**src/cross_average_half_downsample_assert.svh**
```systemverilog
// Assertion macros for the cross average downsampler.
// Each macro checks one implication on the rising clock edge and stays quiet in reset.
`ifndef CROSS_AVERAGE_HALF_DOWNSAMPLE_ASSERT_SVH
`define CROSS_AVERAGE_HALF_DOWNSAMPLE_ASSERT_SVH

// Same-cycle implication.
`define CAH_ASSERT_IMPL(label, clk, rst_n, ante, cons) \
  label: assert property (@(posedge clk) disable iff (!rst_n) (ante) |-> cons) \
    else $error("cross average downsample: assertion failed");

// Next-cycle implication.
`define CAH_ASSERT_NEXT(label, clk, rst_n, ante, cons) \
  label: assert property (@(posedge clk) disable iff (!rst_n) (ante) |=> cons) \
    else $error("cross average downsample: assertion failed");

`endif

```
**src/cah_pkg.sv**
```systemverilog
`default_nettype none

package cah_pkg;

  // Geometry limits
  localparam int MAX_WIDTH  = 2048;
  localparam int MAX_HEIGHT = 4096;
  localparam int COL_W      = $clog2(MAX_WIDTH);
  localparam int ROW_W      = 12;
  localparam int CFG_W_W    = 12;
  localparam int CFG_H_W    = 13;

  // Pixel and lane sizes
  localparam int CHAN_W   = 8;
  localparam int NUM_CHAN = 3;
  localparam int NUM_OPND = 5;
  localparam int SUM_W    = 11;

  // Reciprocals for the divide by 3, 4 and 5, scaled by 2^RECIP_SHIFT
  localparam int RECIP_W     = 15;
  localparam int RECIP_SHIFT = 16;
  localparam logic [RECIP_W-1:0] RECIP_3 = 15'd21846;
  localparam logic [RECIP_W-1:0] RECIP_4 = 15'd16384;
  localparam logic [RECIP_W-1:0] RECIP_5 = 15'd13108;

  // Output queue
  localparam int OFIFO_DEPTH = 4;
  localparam int OFIFO_PTR_W = $clog2(OFIFO_DEPTH);
  localparam int OFIFO_CNT_W = $clog2(OFIFO_DEPTH + 1);

  typedef logic [CHAN_W-1:0] chan_t;
  // Index 2 is red, 1 green, 0 blue
  typedef logic [NUM_CHAN-1:0][CHAN_W-1:0] pix_t;
  typedef logic [NUM_OPND-1:0][CHAN_W-1:0] opnd_t;

  typedef enum logic [1:0] {
    DIV_3,
    DIV_4,
    DIV_5
  } div_e;

  // Which neighborhood an item completes
  typedef enum logic [1:0] {
    SRC_NONE,
    SRC_CROSS,
    SRC_LAST_EVEN,
    SRC_LAST_ODD
  } src_e;

  typedef struct packed {
    logic [9:0]  ox;
    logic [10:0] oy;
    logic        last;
  } pos_t;

  typedef struct packed {
    chan_t red;
    chan_t green;
    chan_t blue;
    pos_t  pos;
  } out_item_t;

endpackage

`default_nettype wire

```
**src/cah_ofifo.sv**
```systemverilog
`default_nettype none

module cah_ofifo (
  input  wire logic                                clk_i,
  input  wire logic                                rst_ni,
  input  wire logic                                push_i,
  input  wire cah_pkg::out_item_t                  item_i,
  input  wire logic                                pop_i,
  output logic                                     valid_o,
  output cah_pkg::out_item_t                       item_o,
  output logic      [cah_pkg::OFIFO_CNT_W-1:0]     count_o
);
  import cah_pkg::*;

  out_item_t              entry_q [OFIFO_DEPTH];
  logic [OFIFO_PTR_W-1:0] wr_ptr_q;
  logic [OFIFO_PTR_W-1:0] rd_ptr_q;
  logic [OFIFO_CNT_W-1:0] count_q;
  logic                   do_pop;

  assign do_pop = pop_i && (count_q != '0);

  // Store pushed items
  always_ff @(posedge clk_i) begin
    if (push_i) begin
      entry_q[wr_ptr_q] <= item_i;
    end
  end

  // Advance pointers and track fill level
  always_ff @(posedge clk_i or negedge rst_ni) begin
    if (!rst_ni) begin
      wr_ptr_q <= '0;
      rd_ptr_q <= '0;
      count_q  <= '0;
    end else begin
      if (push_i) begin
        wr_ptr_q <= (wr_ptr_q == OFIFO_PTR_W'(OFIFO_DEPTH - 1)) ? '0 : wr_ptr_q + 1'b1;
      end
      if (do_pop) begin
        rd_ptr_q <= (rd_ptr_q == OFIFO_PTR_W'(OFIFO_DEPTH - 1)) ? '0 : rd_ptr_q + 1'b1;
      end
      if (push_i && !do_pop) begin
        count_q <= count_q + 1'b1;
      end else if (!push_i && do_pop) begin
        count_q <= count_q - 1'b1;
      end
    end
  end

  assign valid_o = (count_q != '0);
  assign item_o  = entry_q[rd_ptr_q];
  assign count_o = count_q;

endmodule

`default_nettype wire

```
**config.mk**
```make
export PLATFORM = sky130hd
export DESIGN_NAME = cah_ofifo
export DESIGN_NICKNAME = d
export VERILOG_FILES = /design/src/cross_average_half_downsample_assert.svh /design/src/cah_pkg.sv /design/src/cah_ofifo.sv
export SDC_FILE = /design/constraint.sdc
export NUM_CORES = 1
export LEC_CHECK = 0
export BUFFER_PORTS_ARGS = -buffer_cell sky130_fd_sc_hd__buf_2
export CELL_PAD_IN_SITES_DETAIL_PLACEMENT = 1
export CELL_PAD_IN_SITES_GLOBAL_PLACEMENT = 1
export CORE_MARGIN = 5
export CORE_UTILIZATION = 25
export CTS_BUF_LIST = sky130_fd_sc_hd__clkbuf_8
export CTS_CLUSTER_DIAMETER = 200
export DETAILED_ROUTE_END_ITERATION = 8
export PLACE_DENSITY = 0.49
export SLEW_MARGIN = 0
export SYNTH_ARGS = -nofsm -noshare
export SYNTH_HDL_FRONTEND = slang
export SYNTH_SLANG_ARGS = --single-unit
```
**constraint.sdc**
```tcl
create_clock -name clk_i -period 3.86 [get_ports clk_i]
set_input_delay 0.579 -clock clk_i [delete_from_list [all_inputs] [get_ports clk_i]]
set_output_delay 0.579 -clock clk_i [all_outputs]
set_load 0.005 [all_outputs]
```
# Word-level counts from Yosys, hierarchy flattened
# Memories as Yosys holds them, arrays and structs flattened.
# Cells that the tools add are included.
classes:
  n_reduce_logical: 7
  mux: 6
  add_sub_neg: 4
  n_eq_ne: 2
ops:
  columns: ["operator", "n"]
  rows:
  - ["3-bit 2-to-1 mux", 2]
  - ["2-bit by 1-bit adder with 2-bit output, second input constant", 2]
  - ["2-bit == test, second input constant", 2]
  - ["2-bit 2-to-1 mux", 2]
  - ["3-bit by 1-bit adder with 3-bit output, second input constant", 1]
  - ["1-bit logical AND", 3]
  - ["3-bit nonzero test", 1]
  - ["3-bit by 1-bit subtractor with 3-bit output, second input constant", 1]
  - ["1-bit logical NOT", 2]
  - ["1-bit 2-to-1 mux", 2]
  - ["2-bit nonzero test", 1]
word_totals:
  mem_bits_rw: 184
  inputBits: 50
  elab_cells: 23
  out_inout_bits: 50
  ff_bits: 7
  n_memories: 1
mem_list:
  columns: ["memory", "depth", "word_bits", "rd", "rd_ports_with_merged_regs", "wr", "line", "text"]
  rows:
  - ["entry_q", 4, 46, 1, 0, 1, "cah_ofifo.sv:15", "out_item_t entry_q [OFIFO_DEPTH];"]

# Longest topological paths before layout
logic_depth:
  word_depth: 5
  depth_mapped: 8
  mapped_depth_nobuf: 8

# Worst setup path before layout
# No wires, ideal clock.
synth_timing:
  path_type: "reg2reg"
  startpoint: "register wr_ptr_q[0]"
  endpoint: "memory entry_q[0][0] (netlist name), enable pin"
  slack_ns: 1.726
  path_buffers: 0
  path_stages_with_launch: 4
  t_required_ns: 3.452
  t_arrival_ns: 1.726
  synth_period_minus_slack_ns: 2.134
  setup_time_ns: 0.408
  path_cell_list: "dfrtp_1 -> inv_1 -> ha_1 -> and2_1"
synth_rtl:
  columns: ["element", "line", "text"]
  rows:
  - ["start: declaration", "cah_ofifo.sv:16", "logic [OFIFO_PTR_W-1:0] wr_ptr_q;"]
  - ["start signal: assignment", "cah_ofifo.sv:38", "wr_ptr_q <= (wr_ptr_q == OFIFO_PTR_W'(OFIFO_DEPTH - 1)) ? '0 : wr_ptr_q + 1'b1;"]
  - ["end: declaration", "cah_ofifo.sv:15", null]
# No word-level cell before the write port.

==> metrics.txt <==
core area=27780 sq um; Switching Share=30.01%; share of the synthesized area in the top cell type=78.49%; Hold EP=entry_q[3][4]$_DFFE_PP_; worst-path cell chain=buf_12 > mux4_2 > buf_2; vias per inst=4.019; Area Overhead vs Synth=19.29%; aggregate global routing overflow=0; net switching power=1.696 mW; clock slew at reported path FFs=0.10 ns; placed instance area=8040 sq um; Iter 0 DRT Violations=~140; Synth Cell Area=just over 7000 sq um; number of diodes=0; root buf cell=clkbuf_8; Initial Util=25.34%; CP bufs+invs=2; Most used DFF post-synth=edfxtp_1; crit-path max cell delay=0.81 ns; largest net degree at the start of global routing=29; Int Pwr=~4 mW; initial antenna violation count=0; CTS Buffer Depth=2; slowest cell on the critical path=dfrtp_4; share of post-route cells with drive strength above 1=47.19%; Power Dens Cells=672.9 nW/um^2; area of the die=31610 sq um; Sum Neg Setup Slack=0 ns; post-route ant nets=0; Seq pwr share=51.3%; TritonCTS clock tree=yes; I/O pins=100; hold_sp=item_i[4]; CTS buffer count=17; Seq/Total Area, Yosys=80.98%; Netlist cell types=18; CTS H-Tree Depth=4; crit path kind=reg2out; power share of the combinational group=27.7%; clk_skew=0.009247 ns; run status=finished, final reports clean; FMAX=0.3503 GHz; first-pass GRT wire length=22050 um; worst hold stages=1; leakage=2.811 nW; drt first pass iters=4; peak supply drop=between 0.0002 and 0.00025 V; Final GP Congestion=~0.64; Post-synth EDFFs=184; top cell type by total area after synthesis=edfxtp_1; placed wire-length estimate=9294 um; R2R Path End=count_o[2]$_DFFE_PN0P_; post-synth net total=roughly 330; nets=453; Worst setup startpoint=rd_ptr_q[0]$_DFFE_PN0P_; unrepaired setup endpoints after global routing=no; Rel. slew slack=39.65%; Die Span X=177.8 um; Die Y=177.8 um; syn avg cell area=25.50 sq um; final setup vio count=0; worst reg2reg path depth=8; DRC Markers=0; Critical Path AT=2.28 ns; Clk Latency, worst-skew pair=about 0.45 ns; total wire length=between 10000 and 15000 um; setup slack, reg-to-reg=~1.7 ns; count leader, synth=edfxtp_1; commonest cells in the synthesized netlist=edfxtp_1 (184), mux4_2 (46), dfrtp_1 (7), ha_1 (6); ys async rst share=3.665%; # rows=61; Port Buffers=99; DR vias=3163; #FFs+latches synth=roughly 190; final-report max-slew violation count=0; Worst R2R Start=count_o[0]$_DFFE_PN0P_; GRT Total Usage=9.482%; Wirelength per Cell=18.49 um; part of the power in the clock network=21.0%; Final Hold Viols=0; min cycle time layout=2.855 ns; Crit Path Max Fanout=27; Synth warnings=0; synthesized instance count=276; Area contributors post-synth=edfxtp_1 (78%), mux4_2 (15%), dfrtp_1 (2.5%); Sinks on Clock Net=between 150 and 200; period utilization=73.97%; Max Cap Viol=0; CP Capture Type=output port; vias in the first global route=3631; Worst-Margin Slew=0.9053 ns; critical path's top delay family=flip-flops; Final Cell Area=8397 sq um; crit path launch type=flip-flop; CP required=~3.3 ns; worst min-delay path category=in2reg
## layer usage
layer	global-route usage, %	part of all wire, %
met1	12.44	46
met2	15.38	49
met3	2.450	4.1
met4	3.190	1.2
met5	0	0
## layout make-up
type,count,area [sq um]
flip-flops and latches,191,5705
multi-input cells,72,1260
well taps,378,473.0
inverters,3,11.26
clock buffers,17,234.0
clock inverters,15,112.6
fillers,2872,19380
repair buffers,111,600.6
## worst reg2reg max path: stages, from the launching register on
cell and delay, ns:
dfrtp_1 0.45, or3_1 0.41, nand2_1 0.15, ha_1 0.22
inv_1 0.07, fa_1 0.37, xor2_1 0.17, nor2_1 0.11
xor2_1 0.15
## cell families (layout without fill, tap and decap cells)
| logic type | Yosys count | in the layout | share of synthesized area, % |
|---|---|---|---|
| buffers and inverters | 13 | 146 | 1.191 |
| AOI/OAI and AO/OA | 2 | 2 | 0.1422 |
| xor gates and xnor gates | 3 | 3 | 0.3733 |
| DFF | 191 | 191 | 80.98 |
| and+or+nand+nor | 11 | 11 | 0.7643 |
| adders and majority gates | 7 | 7 | 1.351 |
| muxes | 49 | 49 | 15.20 |
## through the flow
| step | power (mW) | utilization (%) | cells | hold slack (ns) | worst slack, ns |
|---|---|---|---|---|---|
| after floorplan | 3.851 | - | 276 | 0.2834 | 1.726 |
| after global placement | 4.559 | 28.94 | 754 | 0.4288 | 1.376 |
| after detailed placement | 4.604 | 28.94 | 754 | 0.4298 | 1.381 |
| after CTS | 5.812 | 30.22 | 787 | 0.2883 | 0.8498 |
| after global routing | 6.009 | 30.22 | 787 | 0.2995 | 0.7915 |
| final | 5.650 | 30.22 | 787 | 0.3378 | 1.005 |
## what timing repair did
action / in CTS / in global routing
hold buffers: 1 / 0
endpoints found under the setup margin: 0 / 0
setup buffers: 0 / 0
endpoints found under the hold margin: 7 / 0
gates resized for setup: 0 / 0
## power groups by stage
| stage | clock network [mW] | registers, mW | logic (mW) |
|---|---|---|---|
| final | 1.19 | 2.90 | 1.56 |
| after floorplan | 0 | 2.79 | 1.06 |
| after detailed placement | 0 | 2.97 | 1.63 |
| after global routing | 1.33 | 2.95 | 1.72 |
| after CTS | 1.25 | 2.92 | 1.64 |
| after global placement | 0 | 2.95 | 1.61 |
## worst max path at each step
stage / cells after the start / slack, ns / end
floorplan: 3 / 1.73 / entry_q[0][0]$_DFFE_PP_
global placement: 3 / 1.38 / item_o[27]
detailed placement: 3 / 1.38 / item_o[27]
CTS: 3 / 0.85 / item_o[27]
global route: 3 / 0.79 / item_o[27]
finish: 3 / 1.00 / item_o[29]
## registers in the layout, summed over array words and instances (netlist names)
name	cells
entry_q	184
count_o	3
rd_ptr_q	2
wr_ptr_q	2
## cell usage in the layout (no fill, tap or decap), drive strengths merged
cell type,n
mux2,3
and2,4
mux4,46
o21ai,2
edfxtp,184
clkinv,5
clkinvlp,2
clkbuf,17
nand2,3
xnor2,1
buf,110
ha,6
dlygate4sd3,1
or3,1
xor2,2
inv,11
dfrtp,7
fa,1
nor2,3
(Power assumes the default switching activity.)
