==> src/cross_average_half_downsample_assert.svh <==
// Assertion macros for the cross average downsampler.
// Each macro checks one implication on the rising clock edge and stays quiet in reset.
`ifndef CROSS_AVERAGE_HALF_DOWNSAMPLE_ASSERT_SVH
`define CROSS_AVERAGE_HALF_DOWNSAMPLE_ASSERT_SVH

// Same-cycle implication.
`define CAH_ASSERT_IMPL(label, clk, rst_n, ante, cons) \
  label: assert property (@(posedge clk) disable iff (!rst_n) (ante) |-> cons) \
    else $error("cross average downsample: assertion failed");

// Next-cycle implication.
`define CAH_ASSERT_NEXT(label, clk, rst_n, ante, cons) \
  label: assert property (@(posedge clk) disable iff (!rst_n) (ante) |=> cons) \
    else $error("cross average downsample: assertion failed");

`endif

==> src/cah_pkg.sv <==
`default_nettype none

package cah_pkg;

  // Geometry limits
  localparam int MAX_WIDTH  = 2048;
  localparam int MAX_HEIGHT = 4096;
  localparam int COL_W      = $clog2(MAX_WIDTH);
  localparam int ROW_W      = 12;
  localparam int CFG_W_W    = 12;
  localparam int CFG_H_W    = 13;

  // Pixel and lane sizes
  localparam int CHAN_W   = 8;
  localparam int NUM_CHAN = 3;
  localparam int NUM_OPND = 5;
  localparam int SUM_W    = 11;

  // Reciprocals for the divide by 3, 4 and 5, scaled by 2^RECIP_SHIFT
  localparam int RECIP_W     = 15;
  localparam int RECIP_SHIFT = 16;
  localparam logic [RECIP_W-1:0] RECIP_3 = 15'd21846;
  localparam logic [RECIP_W-1:0] RECIP_4 = 15'd16384;
  localparam logic [RECIP_W-1:0] RECIP_5 = 15'd13108;

  // Output queue
  localparam int OFIFO_DEPTH = 4;
  localparam int OFIFO_PTR_W = $clog2(OFIFO_DEPTH);
  localparam int OFIFO_CNT_W = $clog2(OFIFO_DEPTH + 1);

  typedef logic [CHAN_W-1:0] chan_t;
  // Index 2 is red, 1 green, 0 blue
  typedef logic [NUM_CHAN-1:0][CHAN_W-1:0] pix_t;
  typedef logic [NUM_OPND-1:0][CHAN_W-1:0] opnd_t;

  typedef enum logic [1:0] {
    DIV_3,
    DIV_4,
    DIV_5
  } div_e;

  // Which neighborhood an item completes
  typedef enum logic [1:0] {
    SRC_NONE,
    SRC_CROSS,
    SRC_LAST_EVEN,
    SRC_LAST_ODD
  } src_e;

  typedef struct packed {
    logic [9:0]  ox;
    logic [10:0] oy;
    logic        last;
  } pos_t;

  typedef struct packed {
    chan_t red;
    chan_t green;
    chan_t blue;
    pos_t  pos;
  } out_item_t;

endpackage

`default_nettype wire

==> src/cah_lane.sv <==
`default_nettype none

module cah_lane (
  input  wire logic          clk_i,
  input  wire cah_pkg::opnd_t opnd_i,
  input  wire cah_pkg::div_e  div_i,
  output cah_pkg::chan_t      avg_o
);
  import cah_pkg::*;

  localparam int PROD_W = SUM_W + RECIP_W;

  logic [SUM_W-1:0]   sum_d;
  logic [SUM_W-1:0]   sum_q;
  div_e               div_q;
  logic [RECIP_W-1:0] recip;
  logic [PROD_W-1:0]  prod;

  // Add the five operands of this channel
  always_comb begin
    sum_d = '0;
    for (int i = 0; i < NUM_OPND; i++) begin
      sum_d = sum_d + SUM_W'(opnd_i[i]);
    end
  end

  always_ff @(posedge clk_i) begin
    sum_q <= sum_d;
    div_q <= div_i;
  end

  // Divide by multiplying with the scaled reciprocal
  always_comb begin
    case (div_q)
      DIV_3:   recip = RECIP_3;
      DIV_5:   recip = RECIP_5;
      default: recip = RECIP_4;
    endcase
  end

  assign prod  = PROD_W'(sum_q) * PROD_W'(recip);
  assign avg_o = prod[RECIP_SHIFT +: CHAN_W];

endmodule

`default_nettype wire

==> config.mk <==
export PLATFORM = sky130hd
export DESIGN_NAME = cah_lane
export DESIGN_NICKNAME = d
export VERILOG_FILES = /design/src/cross_average_half_downsample_assert.svh /design/src/cah_pkg.sv /design/src/cah_lane.sv
export SDC_FILE = /design/constraint.sdc
export NUM_CORES = 1
export LEC_CHECK = 0
export BUFFER_PORTS_ARGS = -buffer_cell sky130_fd_sc_hd__buf_2
export CAP_MARGIN = 20
export CORE_MARGIN = 4
export CORE_UTILIZATION = 30
export DETAILED_ROUTE_END_ITERATION = 16
export PLACE_DENSITY_LB_ADDON = 0.1
export SLEW_MARGIN = 20
export SYNTH_ARGS = -nofsm -noshare
export SYNTH_HDL_FRONTEND = slang
export SYNTH_SLANG_ARGS = --single-unit
==> constraint.sdc <==
create_clock -name clk_i -period 11 [get_ports clk_i]
set_clock_uncertainty 0.05 [all_clocks]
set_input_delay 1.1 -clock clk_i [delete_from_list [all_inputs] [get_ports clk_i]]
set_output_delay 1.1 -clock clk_i [all_outputs]
set_load 0.005 [all_outputs]
; Word level (Yosys, flattened, before mapping)
; Cells that the tools add are included.
[op_classes]
add_sub_neg = 4
n_mul = 1
n_div = 0
magnitude_cmp = 0
eq_ne = 1
n_shift = 0
mux = 1
n_bitwise = 0
n_reduce_logical = 1
[op_table]
columns = op, n
row1 = $pmux 15 s2, 1
row2 = $mul 11x15->24, 1
row3 = $add 10x8->11, 1
row4 = $add 11x8->11, 1
row5 = $add 9x8->10, 1
row6 = $add 8x8->9, 1
row7 = $eq 2x2->1 const B, 1
row8 = $logic_not 2->1, 1
[word_totals]
register_bits = 13
latchBits = 0
ram_bits = 0
rom_bits = 0
inputBits = 43
output_inout_bits = 8
wordCells = 10
n_memories = 0

; Depth between registers and ports, before layout
; Gate-level depths: netlist (run 1).
[logic_depth]
depth_word = 4
mapped_depth = 20
ltp_nobuf = 19

; Least setup slack after synthesis (run 1)
; Ideal clock, no wire load.
[synth_path]
path_type = register -> output
from = register div_q[0]
to = output avg_o[6]
arrival_ns = 5.054
required_time_ns = 9.850
setup_slack_ns = 4.796
stages_incl_launch_ff = 20
path_buffers = 1
path_cell_list = dfxtp_1 -> clkbuf_1 -> nand2b_1 -> nor2_1 -> fa_1 -> inv_1 -> fa_1 -> inv_1 -> fa_1 -> fa_1 -> inv_1 -> fa_1 -> inv_1 -> ha_1 -> a21oi_1 -> o211ai_1 -> a211o_1 -> a211oi_2 -> nor2_1 -> xor2_1
[synth_between]
elab_chain_cells = 3
elab_cells_between_ends = 4
classes_between = 1 x mul / 1 x eq/ne / 1 x mux / 1 x reduce/logical
[synth_rtl]
columns = element, line
row1 = "start, declared", cah_lane.sv:15  ; div_e div_q;
row2 = "start signal, assigned", cah_lane.sv:29  ; div_q <= div_i;
row3 = $eq 2x2->1 / $logic_not 2->1 (equally long branches), cah_lane.sv:34  ; case (div_q)
row4 = $pmux 15 s2 (*), cah_lane.sv:34
row5 = $mul 11x15->24 (*), cah_lane.sv:41  ; assign prod = PROD_W'(sum_q) * PROD_W'(recip);
row6 = "end, declared", cah_lane.sv:7  ; output cah_pkg::chan_t avg_o
; Every way passes the cells marked *; elsewhere a longest branch is shown, timed or not.

; Worst setup path after layout (run 1)
[layout_path]
from = register div_q[1]
to = output avg_o[7]
; The elaborated chain is that of the path after synthesis.

==> results of run 1 <==
-- cells by family (layout without fill, tap and decap cells) --
family                   count (synthesis)  after routing  share of synthesized area
buffers and inverters                  133            181                      0.109
AND/OR/NAND/NOR                         81             81                     0.0968
adder cells (fa/ha/maj)                170            170                      0.611
AO/OA/AOI/OAI                           57             57                     0.0884
XOR/XNOR                                20             20                     0.0382
flip-flops                              13             13                     0.0567
-- cell usage after synthesis, drive strengths merged --
library cell / number / area [um^2]
nand4b: 2 / 17.5
inv: 127 / 477
o311ai: 1 / 8.76
xor2: 7 / 61.3
fa: 90 / 1800
nand4: 2 / 12.5
nand2b: 9 / 56.3
o31a: 1 / 8.76
nand3: 3 / 15.0
o41ai: 1 / 16.3
clkbuf: 6 / 22.5
a211oi: 5 / 47.5
o211ai: 2 / 15.0
nor2: 12 / 45.0
a41oi: 1 / 8.76
a21boi: 2 / 15.0
ha: 80 / 1000
a211o: 2 / 17.5
o21ai: 12 / 60.1
a221oi: 1 / 15.0
dfxtp: 13 / 260
a31oi: 2 / 12.5
nor2b: 18 / 113
a21oi: 15 / 82.6
o21bai: 1 / 7.51
or2: 1 / 6.26
nor3: 1 / 5.00
and3: 2 / 17.5
a31o: 1 / 8.76
o221ai: 1 / 15.0
o21a: 2 / 15.0
o22ai: 1 / 6.26
and2: 16 / 100
nand2: 15 / 56.3
xnor2: 13 / 114
a21o: 6 / 45.0
-- metrics by stage --
stage	hold WS [ps]	utilization	instance area, um^2	std cells
finish	914	0.347	5120	706
global route	909	0.347	5120	706
CTS	913	0.347	5120	706
detailed placement	1160	0.342	5040	702
global placement	1160	0.342	5040	702
floorplan	1080	-	4590	474
-- layout make-up --
class                   count  area [um^2]
flip-flops and latches     13          260
multi-input cells         328         3830
clock buffers               3         75.1
well taps                 184          230
repair buffers             50          250
inverters                 127          477
fillers                  1572         9630
clock inverters             1         5.00
-- per-layer routing --
metal	vias up	track usage
met5	-	0
met4	0	0.00875
met3	2	0.0138
met2	28	0.192
met1	1574	0.168
li1	1574	-
-- critical path, stage by stage (launching register included) --
cell and delay (ps):
dfxtp_1 820, nand2b_1 370, and2_1 280, fa_1 530
inv_1 60, fa_1 500, inv_1 60, fa_1 510
fa_1 520, fa_1 490, ha_1 400, a21oi_1 160
o21ai_0 120, a21oi_1 280, o311ai_1 240, o211ai_1 160
xnor2_1 140, buf_2 130
-- how the worst max path moves through the flow --
stage	end	slack, ps	cells after the start
4_1_cts	avg_o[7]	3840	17
6_report	avg_o[7]	3820	17
3_3_place_gp	avg_o[7]	4150	17
5_1_grt	avg_o[7]	3380	17
2_1_floorplan	avg_o[6]	4800	19
3_5_place_dp	avg_o[7]	4130	17
-- flip-flops by register name (all words and copies together) (netlist names) --
name	cells
div_q	2
sum_q	11
==> results_dict.tcl, run 1 <==
set metrics [dict create \
    startpoint_type "register" \
    netlist_instances 474 \
    cts_tree "done" \
    routed.top_layer "met4" \
    route.met2.wl_um 4750 \
    post-place-ws_ps 4130 \
    finish.net_count 736 \
    seq_area_frac_synth 0.0567 \
    vias_per_cell 4.50 \
    ys_types 40 \
    cts_buffers 3 \
    root_buffer "clkbuf_16" \
    min_to "div_q[0]" \
    htree_levels 1 \
    synth_nets 687 \
    first_global_vias 3383 \
    clk_pin_slew_ps 40 \
    diodes 0 \
    start_util 0.311 \
    cts_setup_buffers 0 \
    grt_max_degree 25 \
    final_cell_mix "127 x inv_1, 90 x fa_1, 80 x ha_1" \
    rows 44 \
    crit_start "div_q[1]" \
    setup_viol 0 \
    die_y_um 132 \
    clkSinkCount 13 \
    coreArea_um2 14800 \
    postCtsHoldBufs 0 \
    yosys_warnings 0 \
    worst_pin_slew_ps 778 \
    synth-seq-cells 13 \
    grt_usage 0.115 \
    crit_fanout 24 \
    whs_path_depth 1 \
    rsz0062_at_grt "no" \
    synth.avg_cell_area_um2 9.68 \
    maxCapViolations 0 \
    ios 51 \
    hold_class "in -> reg" \
    drc_errors 0 \
    grt_pass1_wl_um 16500 \
    timing_worst_setup_path_type "reg -> out" \
    setup_slack_ps 3820 \
    slew_viol_final 0 \
    crit_path_end_kind "output pin" \
    post_cts_resized 0 \
    met3_wirelength_um 263 \
    cp_data_required_time_ps 9850 \
    period_share 0.653 \
    die_area_um2 17300 \
    vias 3178 \
    place.port_buffers 50 \
    syn-cell-area_um2 4590 \
    relSlewSlack 0.481 \
    area_growth_pct 11.7 \
    fmax_mhz 139 \
    period_minus_slack_ps 7180 \
    drive_gt1_frac 0.121 \
    drt_iter0_drc 141 \
    cp.arrival_ps 6030 \
    gr-total-overflow 0 \
    worstHoldStart "div_i[0]" \
    wl_met1_um 4660 \
    setup_tns_ps 0 \
    cts.path.max_buffers 2 \
    final_common_cell "inv_1" \
    run_status "completed" \
    wl_per_cell_um 13.7 \
    antenna_left 0 \
    dieWidth_um 132 \
    routed_wirelength_um 9710 \
    drt_pass1_iterations 4 \
    place_hpwl_um 9370 \
    hold_viol_final 0 \
    antenna_found_initial 0 \
    gp_congestion 0.876 \
]
Power of run 1 is not shown: default switching activity piles up to over one toggle a cycle in this logic, so the estimate is an artifact.
==> run 2, diff against run 1 <==
==> constraint.sdc (replaced) <==
create_clock -name clk_i -period 6.55 [get_ports clk_i]
set_clock_uncertainty 0.05 [all_clocks]
set_input_delay 0.655 -clock clk_i [delete_from_list [all_inputs] [get_ports clk_i]]
set_output_delay 0.655 -clock clk_i [all_outputs]
set_load 0.005 [all_outputs]
==> results_dict.tcl, run 2 (synthesis gave the netlist of run 1 again) <==
set metrics [dict create \
    run_status "completed" \
    dp.cells 706 \
    gr-total-overflow 0 \
    vias_per_cell 4.55 \
    hold_viol_final 0 \
    area_growth_pct 12.6 \
    dieWidth_um 132 \
    drive_gt1_frac 0.133 \
    whs_ps 467 \
    diodes 0 \
    crit_slowest_cell "fa_1" \
    cts.path.max_buffers 2 \
    crit_path_end_kind "output pin" \
    hold_class "in -> reg" \
    top_regs "sum_q: 11 flops, div_q: 2 flops" \
    drt_iter0_drc 137 \
    clk_pin_slew_ps 40 \
    place.port_buffers 50 \
    period_share 0.959 \
    die_area_um2 17300 \
    setup_tns_ps 0 \
    grt_usage 0.113 \
    cp_data_required_time_ps 5840 \
    clkSinkCount 13 \
    vias 3230 \
    multi_input_area_um2 3830 \
    root_buffer "clkbuf_16" \
    ff_latch_area_um2 265 \
    cts_tree "done" \
    worst_pin_slew_ps 569 \
    postCtsHoldBufs 0 \
    wl_per_cell_um 13.8 \
    rsz0062_at_grt "no" \
    drc_errors 0 \
    antenna_left 0 \
    period_minus_slack_ps 6280 \
    ios 51 \
    met3_wirelength_um 352 \
    first_global_vias 3336 \
    finish.net_count 740 \
    crit_fanout 13 \
    die_y_um 132 \
    critPathMaxStageDelay_ps 590 \
    place_hpwl_um 9410 \
    final_cell_mix "127 x inv_1, 90 x fa_1, 80 x ha_1" \
    coreArea_um2 14800 \
    start_util 0.311 \
    route.met2.wl_um 4740 \
    timing_worst_setup_path_type "reg -> out" \
    rows 44 \
    setup_viol 0 \
    fmax_mhz 159 \
    cp_num_buf_inv 5 \
    grt_pass1_wl_um 16200 \
    wl_met1_um 4650 \
    relSlewSlack 0.620 \
    startpoint_type "register" \
    maxCapViolations 0 \
    crit_chain "nand2b_1 > nor2_1 > fa_1 > inv_1 > fa_1 > inv_1 > fa_1 > fa_1 > inv_1 > fa_1 > inv_1 > ha_1 > a21oi_2 > o211ai_1 > a211o_1 > a211oi_2 > nor2_1 > xor2_1 > buf_2" \
    cp_top_family "adder cells" \
    antenna_found_initial 0 \
    htree_levels 1 \
    routed.top_layer "met4" \
    instances_no_fill 710 \
    largest_register_ff_count 11 \
    cts_buffers 3 \
    slew_viol_final 0 \
    nFillCells 1535 \
    crit_top_cell "fa_1" \
    final_common_cell "inv_1" \
    drt_pass1_iterations 4 \
    cp.arrival_ps 5570 \
    regMostFlops "sum_q" \
    routed_wirelength_um 9780 \
    grt_max_degree 18 \
    gp_congestion 0.838 \
]
-- run 2: changes by cell type in the layout (fill, tap and decap cells not counted), sizes merged --
cell  previous run  this run
buf             50        54
-- run 2: per-layer routing --
layer / up-vias / global-route usage
met5: - / 0
met4: 0 / 0.0105
met3: 2 / 0.0119
met2: 48 / 0.186
met1: 1601 / 0.167
li1: 1579 / -
-- run 2: worst paths after layout --
kind | slack [ps] | start | to | cells after the start
worst min-delay path | 470 | div_i[1] | div_q[1] | 1
worst max-delay path | 270 | div_q[0] | avg_o[6] | 19
-- run 2: layout make-up --
type / instances / area share
clock buffer: 3 / 0.0145
clock inverter: 1 / 0.000969
inverter: 127 / 0.0923
multi-input combinational: 328 / 0.742
sequential: 13 / 0.0514
tap: 184 / 0.0446
timing repair buffer: 54 / 0.0543
-- run 2: metrics by stage --
| stage | worst slack [ps] | utilization | area [um^2] |
|---|---|---|---|
| floorplan | 791 | - | 4590 |
| global placement | 338 | 0.344 | 5070 |
| detailed placement | 314 | 0.344 | 5070 |
| CTS | 53.4 | 0.349 | 5150 |
| global route | 42.4 | 0.350 | 5160 |
| finish | 270 | 0.350 | 5160 |
-- run 2: repair_timing --
| item | CTS | global route |
|---|---|---|
| gates resized for setup | 0 | 4 |
| endpoints found under the setup margin | 0 | 7 |
| setup buffers | 0 | 0 |
Power of run 2 is left out for the same reason.
==> run 3, diff against run 2 <==
--- a/config.mk
+++ b/config.mk
@@ -8,8 +8,9 @@
 export BUFFER_PORTS_ARGS = -buffer_cell sky130_fd_sc_hd__buf_2
 export CAP_MARGIN = 20
 export CORE_MARGIN = 4
-export CORE_UTILIZATION = 30
+export CORE_UTILIZATION = 56
 export DETAILED_ROUTE_END_ITERATION = 16
+export GPL_TIMING_DRIVEN = 0
 export PLACE_DENSITY_LB_ADDON = 0.1
 export SLEW_MARGIN = 20
 export SYNTH_ARGS = -nofsm -noshare
==> results_dict.tcl, run 3 (synthesis gave the netlist of run 1 again) <==
set metrics [dict create \
    root_buffer "clkbuf_8" \
    wl_per_cell_um 14.6 \
    antenna_left 0 \
    hold_viol_final 0 \
    gr-total-overflow 0 \
    fmax_mhz 160 \
    period_share 0.952 \
    grt_pass1_wl_um 16000 \
    first_global_vias 3544 \
    place_hpwl_um 8760 \
    final_cell_mix "127 x inv_1, 90 x fa_1, 80 x ha_1" \
    critPathMaxStageDelay_ps 530 \
    rows 32 \
    slew_viol_final 0 \
    drc_errors 0 \
    timing_worst_setup_path_type "reg -> out" \
    hold_class "in -> reg" \
    cp_data_required_time_ps 5840 \
    routed_wirelength_um 9160 \
    diodes 0 \
    crit_fanout 13 \
    postCtsHoldBufs 0 \
    crit_chain "nand2b_1 > clkbuf_1 > and2_1 > fa_1 > inv_1 > fa_1 > inv_1 > fa_1 > fa_1 > fa_1 > ha_1 > clkbuf_1 > nand2_1 > o21ai_0 > a21oi_1 > o311ai_1 > o211ai_1 > xnor2_1 > buf_2" \
    crit_top_cell "fa_1" \
    setup_tns_ps 0 \
    cts_buffers 3 \
    dieWidth_um 98.5 \
    vias 3283 \
    drt_iter0_drc 89 \
    rsz0062_at_grt "no" \
    grt_max_degree 14 \
    ios 51 \
    regMostFlops "sum_q" \
    place.port_buffers 50 \
    maxCapViolations 0 \
    area_growth_pct 9.55 \
    cts.path.max_buffers 2 \
    setup_viol 0 \
    vias_per_cell 5.22 \
    htree_levels 1 \
    drive_gt1_frac 0.131 \
    gp_congestion 0.938 \
    worst_pin_slew_ps 551 \
    crit_path_end_kind "output pin" \
    finish.net_count 741 \
    relSlewSlack 0.632 \
    die_y_um 98.5 \
    period_minus_slack_ps 6240 \
    top_regs "sum_q: 11 flops, div_q: 2 flops" \
    startpoint_type "register" \
    cp.arrival_ps 5530 \
    largest_register_ff_count 11 \
    drt_pass1_iterations 4 \
    clkSinkCount 13 \
    start_util 0.585 \
    final_core_util 0.640 \
    run_status "completed" \
    antenna_found_initial 0 \
    grt_usage 0.200 \
    cts_tree "done" \
    coreArea_um2 7850 \
    die_area_um2 9700 \
    crit_slowest_cell "fa_1" \
    final_common_cell "inv_1" \
    clk_pin_slew_ps 50 \
]
## run 3: layer usage
| layer | share of wire | GRT usage | routed length (um) | vias up |
|---|---|---|---|---|
| met2 | 0.52 | 0.364 | 4730 | 61 |
| li1 | - | - | - | 1585 |
| met4 | 0.022 | 0.0504 | 199 | 0 |
| met1 | 0.44 | 0.262 | 4010 | 1619 |
| met5 | 0 | 0 | 0 | - |
| met3 | 0.025 | 0.0120 | 226 | 18 |
## run 3: timing repair
| action | CTS | global route |
|---|---|---|
| gates resized for setup | 1 | 10 |
| endpoints found under the setup margin | 2 | 8 |
| buffers inserted | 0 | 0 |
## run 3: final cells by class
type                            count  area, um^2
Clock buffer                        4        45.0
Sequential cell                    13         265
Timing Repair Buffer               50         250
Multi-Input combinational cell    328        3840
Tap cell                          102         128
Fill cell                         711        2820
Buffer                              5        23.8
Inverter                          127         477
## run 3: critical path: cells and delay by family, from the launching register on
kind | cells | cell delay, ps
buffers and inverters | 5 | 740
DFF | 1 | 380
and+or+nand+nor | 3 | 500
adders and majority gates | 6 | 2800
xor gates and xnor gates | 1 | 190
AOI/OAI and AO/OA | 4 | 700
## run 3: worst paths after layout
check	end	startpoint	cells past startpoint	slack, ps
setup / recovery	avg_o[7]	div_q[0]	19	310
hold / removal	div_q[0]	div_i[0]	1	470
## run 3: stage by stage
step,area (um^2),cells,hold slack [ps],setup WS (ps)
final,5020,629,467,315
after global routing,5020,629,461,1.61
after CTS,5010,629,464,43.5
after detailed placement,4960,626,709,144
after global placement,4960,626,708,248
after floorplan,4590,474,633,791
Power of run 3 is left out for the same reason.
